--- config.mk ---
export PLATFORM = sky130hd
export DESIGN_NAME = bab_ctrl
export DESIGN_NICKNAME = d
export VERILOG_FILES = /design/src/rtl/bab_pkg.sv /design/src/rtl/bab_ctrl.sv
export SDC_FILE = /design/constraint.sdc
export NUM_CORES = 1
export LEC_CHECK = 0
export BUFFER_PORTS_ARGS = -buffer_cell sky130_fd_sc_hd__buf_2
export CAP_MARGIN = 20
export CORE_MARGIN = 2
export CORE_UTILIZATION = 25
export CTS_CLUSTER_SIZE = 28
export DETAILED_ROUTE_END_ITERATION = 8
export HOLD_SLACK_MARGIN = 0.12
export PLACE_DENSITY_LB_ADDON = 0.25
export REMOVE_ABC_BUFFERS = 1
export SLEW_MARGIN = 40
export SYNTH_ARGS = -nofsm -noshare
export SYNTH_HDL_FRONTEND = slang
export SYNTH_SLANG_ARGS = --single-unit
export TNS_END_PERCENT = 10
--- constraint.sdc ---
create_clock -name i_clk -period 2.9 [get_ports i_clk]
set_input_delay 0.435 -clock i_clk [delete_from_list [all_inputs] [get_ports i_clk]]
set_output_delay 0.435 -clock i_clk [all_outputs]
set_load 0.03 [all_outputs]
--- src/rtl/bab_pkg.sv ---
// Shared types, constants and command codes of the bitmap block allocator.
package bab_pkg;

    // Sizing of the device and the metadata areas.
    localparam int MAX_BLOCKS  = 4096;
    localparam int BLOCK_BYTES = 1024;
    localparam int INODE_BYTES = 128;

    // The occupancy map is held as rows of WORD_BITS blocks each.
    localparam int WORD_BITS = 32;
    localparam int MAP_ROWS  = MAX_BLOCKS / WORD_BITS;
    localparam int ROW_AW    = $clog2(MAP_ROWS);
    localparam int ROW_CW    = ROW_AW + 1;
    localparam int BIT_AW    = $clog2(WORD_BITS);
    localparam int BB_SH     = $clog2(BLOCK_BYTES);
    localparam int IB_SH     = $clog2(INODE_BYTES);

    // Field widths.
    localparam int CMD_W      = 3;
    localparam int IDX_W      = 12;
    localparam int CNT_W      = 13;
    localparam int INODES_W   = 14;
    localparam int STATUS_W   = 2;
    localparam int META_W     = 24;
    localparam int CFG_IDX_W  = 1;
    localparam int CFG_DATA_W = 14;

    // Command codes.
    localparam logic [CMD_W-1:0] CMD_INIT    = 3'd0;
    localparam logic [CMD_W-1:0] CMD_RESERVE = 3'd1;
    localparam logic [CMD_W-1:0] CMD_RELEASE = 3'd2;
    localparam logic [CMD_W-1:0] CMD_READ    = 3'd3;
    localparam logic [CMD_W-1:0] CMD_WRITE   = 3'd4;

    // Status codes.
    localparam logic [STATUS_W-1:0] ST_OK      = 2'd0;
    localparam logic [STATUS_W-1:0] ST_NOSPACE = 2'd1;
    localparam logic [STATUS_W-1:0] ST_RANGE   = 2'd2;

    // Configuration register indexes and reset values.
    localparam logic [CFG_IDX_W-1:0] REG_TOTAL_BLOCKS = 1'd0;
    localparam logic [CFG_IDX_W-1:0] REG_TOTAL_INODES = 1'd1;
    localparam logic [CNT_W-1:0]     TOTAL_BLOCKS_RST = 13'd4096;
    localparam logic [INODES_W-1:0]  TOTAL_INODES_RST = 14'd1024;

    typedef struct packed {
        logic [CMD_W-1:0] cmd;
        logic [IDX_W-1:0] block_index;
        logic             bit_value;
    } t_in_item;

    typedef struct packed {
        logic [STATUS_W-1:0] status;
        logic [IDX_W-1:0]    result_block;
        logic                bit_read;
        logic [CNT_W-1:0]    free_count;
    } t_out_item;

    typedef struct packed {
        logic [CFG_IDX_W-1:0]  index;
        logic [CFG_DATA_W-1:0] value;
    } t_cfg_item;

    // Commands from the controller to the datapath.
    typedef struct packed {
        logic              latch_item;
        logic              init_start;
        logic              fill_we;
        logic              init_done;
        logic              scan_rd;
        logic              scan_commit;
        logic              rmw_rd;
        logic              rmw_commit;
        logic              set_nospace;
        logic              set_range;
        logic              load_out;
        logic [ROW_AW-1:0] row;
    } t_dp_cmd;

    // Status from the datapath to the controller.
    typedef struct packed {
        logic              free_zero;
        logic              oob;
        logic              found;
        logic [ROW_CW-1:0] nrows;
        logic [ROW_CW-1:0] nwords;
    } t_dp_stat;

endpackage

--- src/rtl/bab_ctrl.sv ---
// Controller: sequences init fill, reserve scan and single-bit reads and updates.
module bab_ctrl import bab_pkg::*; (
    input  logic             i_clk,
    input  logic             i_rst_n,
    input  logic             i_in_valid,
    output logic             o_in_ready,
    input  logic [CMD_W-1:0] i_in_cmd,
    input  logic             i_out_ready,
    output logic             o_out_valid,
    input  t_dp_stat         i_stat,
    output t_dp_cmd          o_cmd
);

    typedef enum logic [2:0] {
        S_IDLE,
        S_DISPATCH,
        S_INIT_FILL,
        S_SCAN,
        S_RMW,
        S_FINISH
    } t_state;

    t_state            r_state, n_state;
    logic [CMD_W-1:0]  r_cmd;
    logic [ROW_CW-1:0] r_row, n_row;
    logic              r_pend, n_pend;
    logic              r_out_valid, n_out_valid;
    logic              accept;

    assign o_in_ready  = (r_state == S_IDLE);
    assign accept      = i_in_valid && o_in_ready;
    assign o_out_valid = r_out_valid;

    always_comb begin
        o_cmd       = '0;
        o_cmd.row   = r_row[ROW_AW-1:0];
        n_state     = r_state;
        n_row       = r_row;
        n_pend      = 1'b0;
        n_out_valid = r_out_valid && !i_out_ready;
        unique case (r_state)
            S_IDLE: begin
                if (accept) begin
                    o_cmd.latch_item = 1'b1;
                    n_state          = S_DISPATCH;
                end
            end
            S_DISPATCH: begin
                n_row = '0;
                unique case (r_cmd) inside
                    CMD_INIT: begin
                        o_cmd.init_start = 1'b1;
                        n_state          = S_INIT_FILL;
                    end
                    CMD_RESERVE: begin
                        if (i_stat.free_zero) begin
                            o_cmd.set_nospace = 1'b1;
                            n_state           = S_FINISH;
                        end else begin
                            n_state = S_SCAN;
                        end
                    end
                    CMD_RELEASE, CMD_READ, CMD_WRITE: begin
                        if (i_stat.oob) begin
                            o_cmd.set_range = 1'b1;
                            n_state         = S_FINISH;
                        end else begin
                            o_cmd.rmw_rd = 1'b1;
                            n_state      = S_RMW;
                        end
                    end
                    default: begin
                        n_state = S_FINISH;
                    end
                endcase
            end
            S_INIT_FILL: begin
                if (r_row < i_stat.nrows) begin
                    o_cmd.fill_we = 1'b1;
                    n_row         = r_row + ROW_CW'(1);
                end else begin
                    o_cmd.init_done = 1'b1;
                    n_state         = S_FINISH;
                end
            end
            S_SCAN: begin
                if (r_pend && i_stat.found) begin
                    o_cmd.scan_commit = 1'b1;
                    n_state           = S_FINISH;
                end else if (r_row < i_stat.nwords) begin
                    o_cmd.scan_rd = 1'b1;
                    n_row         = r_row + ROW_CW'(1);
                    n_pend        = 1'b1;
                end else begin
                    o_cmd.set_nospace = 1'b1;
                    n_state           = S_FINISH;
                end
            end
            S_RMW: begin
                o_cmd.rmw_commit = 1'b1;
                n_state          = S_FINISH;
            end
            S_FINISH: begin
                if (!r_out_valid || i_out_ready) begin
                    o_cmd.load_out = 1'b1;
                    n_out_valid    = 1'b1;
                    n_state        = S_IDLE;
                end
            end
            default: begin
                n_state = S_IDLE;
            end
        endcase
    end

    always_ff @(posedge i_clk) begin
        if (!i_rst_n) begin
            r_state     <= S_IDLE;
            r_cmd       <= CMD_INIT;
            r_row       <= '0;
            r_pend      <= 1'b0;
            r_out_valid <= 1'b0;
        end else begin
            r_state     <= n_state;
            r_row       <= n_row;
            r_pend      <= n_pend;
            r_out_valid <= n_out_valid;
            if (accept) begin
                r_cmd <= i_in_cmd;
            end
        end
    end

endmodule

Word-level counts from Yosys, hierarchy flattened

Cells that the tools add are included.

Output and inout bits: 20
Register bits after elaboration: 16

$add $sub $neg: 1
$lt $le $gt $ge: 2
Equality and inequality tests: 16
Muxes and demuxes: 40
Reductions and logical operators: 13

Operators by type and width:

| kind                                                                     | count |
|---|---|
| 1-bit two-way mux                                                        | 25 |
| 8-bit two-way mux                                                        | 3 |
| 8-bit one-hot mux with 3 select lines                                    | 1 |
| 3-bit two-way mux                                                        | 6 |
| 3-bit one-hot mux with 6 select lines                                    | 1 |
| 8-bit less-than comparator                                               | 2 |
| 3-bit by 2-bit equality test with 1-bit output (second input constant)   | 4 |
| 2-bit inequality test (second input constant)                            | 5 |
| 3-bit equality test (second input constant)                              | 3 |
| 3-bit one-hot mux with 3 select lines                                    | 1 |
| 8-bit by 1-bit adder with 8-bit output (second input constant)           | 1 |
| 4-bit AND reduction                                                      | 2 |
| 3-bit by 1-bit equality test with 1-bit output (second input constant)   | 2 |
| 3-bit zero test                                                          | 2 |
| 2-bit two-way mux                                                        | 2 |
| 1-bit logical AND                                                        | 3 |
| 3-bit inequality test (second input constant)                            | 1 |
| 3-bit nonzero test                                                       | 1 |
| 3-bit OR reduction                                                       | 1 |
| 1-bit zero test                                                          | 2 |
| 2-bit by 1-bit inequality test with 1-bit output (second input constant) | 1 |
| 1-bit one-hot mux with 2 select lines                                    | 1 |
| 2-bit AND reduction                                                      | 1 |
| 1-bit logical OR                                                         | 1 |

Logic depth before layout (Yosys ltp)

Depth after elaboration: 4
Depth in mapped cells: 8
Mapped depth without buffers: 7

Least setup slack after synthesis

OpenSTA, ideal clock, no wires.

Kind: reg2out
Start point: register r_state[0]
End point: output o_cmd[17] (netlist bit)
Arrival time: 1.768 ns
Stages on the path, launching flop included: 6
Slack: 0.697 ns
Data required time: 2.465 ns
Path through: dfxtp_1 -> buf_2 -> nor3_1 -> and2_1 -> clkbuf_1 -> buf_4

RTL lines:

| item                   | line            | text |
|---|---|---|
| from (decl)            | bab_ctrl.sv:23  | `t_state r_state, n_state;` |
| from (signal assigned) | bab_ctrl.sv:124 | `r_state <= n_state;` |
| to (decl)              | bab_ctrl.sv:11  | `output t_dp_cmd o_cmd` |

==> results.txt <==
----------------------------------------------------
[Floorplanning]
  Top-Level Pins ... 46
  Vertical die dimension ... roughly 80 um
  Die Wd ... roughly 80 um
  Row count ... 27
  CORE AREA ... 5510 um^2
  Initial core utilization ... roughly a quarter
  Area of the die ... 6360 um^2

[Synthesis]
  Main combinational cell family by area after synthesis ... simple AND/OR/NAND/NOR gates
  Multiplexer fraction of the synthesized cell area ... 3.49%
  Seq cells post-synth ... 16
  Instance count of the mapped netlist ... 185
  Syn Std Cell Area ... around 1400 um^2
  Share of the synthesized area in compound gates (AO/OA/AOI/OAI) ... 22.4%
  Area share of fa/ha/maj cells after synthesis ... between 10% and 20%
  Yosys warns ... 0
  Distinct cell type count after synthesis ... approximately 40
  Average footprint of a synthesized cell ... 7.75 um^2
  Basic-gate share of the synthesized area counting and, or, nand and nor cells ... about 25%
  Proportion of synthesized chip area in sequential cells ... 22.3%
  Post-synthesis share of cell area spent on xor and xnor gates ... 0%

[STA]
  Tightest Pin Transition ... approximately 0.51 ns
  Fmax ... 0.403 GHz
  Worst slew slack as a fraction of its limit ... 65.6%
  Final setup violation count ... 0
  Clock Skew ... between 0.0015 and 0.002 ns
  Crit path time final ... 2.48 ns
  Total negative setup slack ... 0 ns
  Number of hold-slack violations in the final timing report ... 0
  Setup slack after layout ... 0.417 ns
  Final period util ... between 80% and 90%
  Setup repair after global routing missed its margin ... false
  Max-slew violation count ... 0

[Power and ir drop]
  VDD IR-drop max ... around 0.00044 V
  Total power of the final layout ... 949 uW
  Leakage component of the power ... 0.000851 uW
  Ratio of total power to cell area ... approximately 560 nW/um^2

[Setup path]
  Register-to-Register Setup Slack ... 0.73 ns
  Worst setup path class ... flip-flop to primary output
  FF-to-FF End ... r_row[0]
  Start of the worst register-to-register path ... r_row[5]
  Reg2reg path depth ... 6
  Arrival time reported for the critical path endpoint ... about 2 ns
  Largest fanout on the critical path ... 7
  Element type at the critical path end ... primary output
  Setup crit start kind ... flip-flop
  Critical Path RT ... 2.47 ns

[Drt]
  Antenna-violating nets left ... 0
  Drt wl/cell ... 11.5 um
  Wirelength, routed ... 3.36 mm
  Number of iterations in the first detailed-routing pass ... 4
  Post-detailed-route DRC marker count ... 0
  Initial drt markers ... 49
  Overall via count from detail_route ... between 1000 and 1500
  Vias per cell ... 4.53

[Placed design]
  Weighted congestion reported at the end of routability-driven placement ... 0.727
  DP HPWL ... about 2.7 mm
  Buffers on Ports ... 45
  DP Cell Count ... around 290
  Setup WS pre-CTS ... between 0.4 and 0.5 ns

[Worst hold path]
  Worst hold path depth ... 3
  Hold_sp ... i_in_cmd[1]
  Classification of the worst-slack hold path ... primary input to flip-flop
  Worst hold path endpoint ... r_cmd[1]

[CTS]
  Clock-pin slew on the worst setup and hold paths ... 0.06 ns
  Maximum level of the CTS H-tree ... 1
  Post-CTS Setup Inserts ... 0
  Clock latency of the later-clocked register in the worst-skew pair ... ~0.25 ns
  Number of clock buffers inserted by TritonCTS ... 3
  Cts hold-fix bufs ... 0
  Deepest clock path buffer count ... 2
  TritonCTS clock tree ... done
  Clock tree root buffer cell ... clkbuf_8
  Clock net sink count ... 16
  Count of cells resized by post-cts repair ... 0

[Cells and area]
  Final standard cell count with taps included and fillers excluded ... 291
  Most used cells in the layout excluding fill and tap cells ... buf_2, inv_1, nor2_1, dfxtp_1, ha_1
  Layout filler cell count ... 620
  Commonest non-fill, non-tap cell in the layout ... buf_2
  Post-layout net count ... about 260
  Area growth from synthesis to layout ... 18.8%
  Diode insertion count for antenna repair ... 0
  Fraction of the core area covered by cells at the end of the flow ... between 30 and 40%
  Layout cells sized above 1 ... between 20% and 30%

[Job]
  Max Cap Viol ... 0

[Status]
  Result of the run ... finished, final reports clean

[Global route]
  Vias in the first global route ... 1259
  Sum of overflow across all layers after global routing ... 0
  First-pass GRT wire length ... 5.62 mm
  Initial antenna violation count ... 0
  All-layer global routing usage ... 11.0%
  Pin count of the biggest net entering global routing ... 19

----------------------------------------------------
power breakdown:
part | internal [uW] | switching [uW]
registers | 253 | 65.6
logic | 186 | 278
clock network | 92.0 | 74.4
synthesized netlist by cell type:
library cell | number | area, um^2
a2111o_1 | 2 | 22.5
a211oi_1 | 1 | 7.51
a211oi_2 | 2 | 25.0
a21boi_0 | 1 | 7.51
a21oi_1 | 11 | 55.1
a22oi_1 | 1 | 7.51
a22oi_2 | 5 | 62.6
a31oi_1 | 3 | 18.8
and2_1 | 3 | 18.8
and3_1 | 4 | 25.0
and4_1 | 1 | 8.76
buf_2 | 3 | 15.0
buf_4 | 9 | 67.6
buf_6 | 1 | 11.3
clkbuf_1 | 4 | 15.0
dfxtp_1 | 16 | 320
ha_1 | 15 | 188
inv_1 | 23 | 86.3
mux2i_1 | 5 | 50.1
nand2_1 | 13 | 48.8
nand2b_1 | 3 | 18.8
nand2b_4 | 1 | 13.8
nand3_1 | 1 | 5.00
nand3b_1 | 2 | 15.0
nand4_1 | 1 | 6.26
nor2_1 | 16 | 60.1
nor2b_1 | 6 | 37.5
nor3_1 | 6 | 30.0
nor3b_1 | 3 | 22.5
nor4_2 | 1 | 12.5
nor4b_1 | 2 | 17.5
o211ai_1 | 5 | 37.5
o21a_1 | 2 | 15.0
o21ai_0 | 5 | 25.0
o21ai_1 | 1 | 5.00
o21ba_2 | 1 | 10.0
o21bai_1 | 1 | 7.51
o22ai_1 | 1 | 6.26
o41ai_1 | 1 | 8.76
or2_2 | 1 | 6.26
or3_1 | 2 | 12.5
critical path, cell delays in order (launching register included):
cell      delay [ns]
dfxtp_1         0.46
ha_1            0.30
a21oi_1         0.17
o21ai_0         0.12
a211oi_2        0.46
buf_2           0.29
metrics by stage:
stage               hold slack, ns  instance area, um^2
finish                       0.447                 1700
global route                 0.476                 1700
CTS                          0.446                 1700
detailed placement           0.521                 1660
global placement             0.514                 1660
floorplan                    0.490                 1330
cell families (layout without fill, tap and decap cells):
group                    after synthesis  in the layout
flip-flops                            16             16
AND/OR/NAND/NOR                       66             66
multiplexers                           5              5
adder cells (fa/ha/maj)               15             15
AO/OA/AOI/OAI                         43             43
buffers and inverters                 40             74
sequential cells by signal, indices dropped and copies added, names as in the netlist:
register	cells
r_pend	1
o_out_valid	1
r_state	3
r_row	8
r_cmd	3
worst max-delay path by stage:
stage	start	depth (start not counted)	slack [ns]	endpoint
4_1_cts	r_row[5]	5	0.40	o_cmd[15]
5_1_grt	r_row[5]	5	0.22	o_cmd[15]
6_report	r_row[5]	5	0.42	o_cmd[15]
3_3_place_gp	i_stat[15]	7	0.50	o_cmd[15]
2_1_floorplan	r_row[1]	5	0.24	r_row[0]
3_5_place_dp	i_stat[15]	7	0.48	o_cmd[15]
final cells by class:
type	instances	area (um^2)	area share (%)
Timing Repair Buffer	48	248	14.5
Inverter	23	86.3	5.07
Sequential cell	16	320	18.8
Clock buffer	3	41.3	2.42
Multi-Input combinational cell	129	918	53.9
Tap cell	72	90.1	5.29
layer usage:
| layer | vias up | track usage [%] | part of all wire [%] |
|---|---|---|---|
| met2 | 43 | 18.1 | 42 |
| met4 | 0 | 1.53 | 0.27 |
| met5 | - | 0 | 0 |
| li1 | 709 | - | - |
| met3 | 2 | 3.28 | 8.2 |
| met1 | 565 | 14.5 | 49 |
Power figures use the tool's default switching activity.
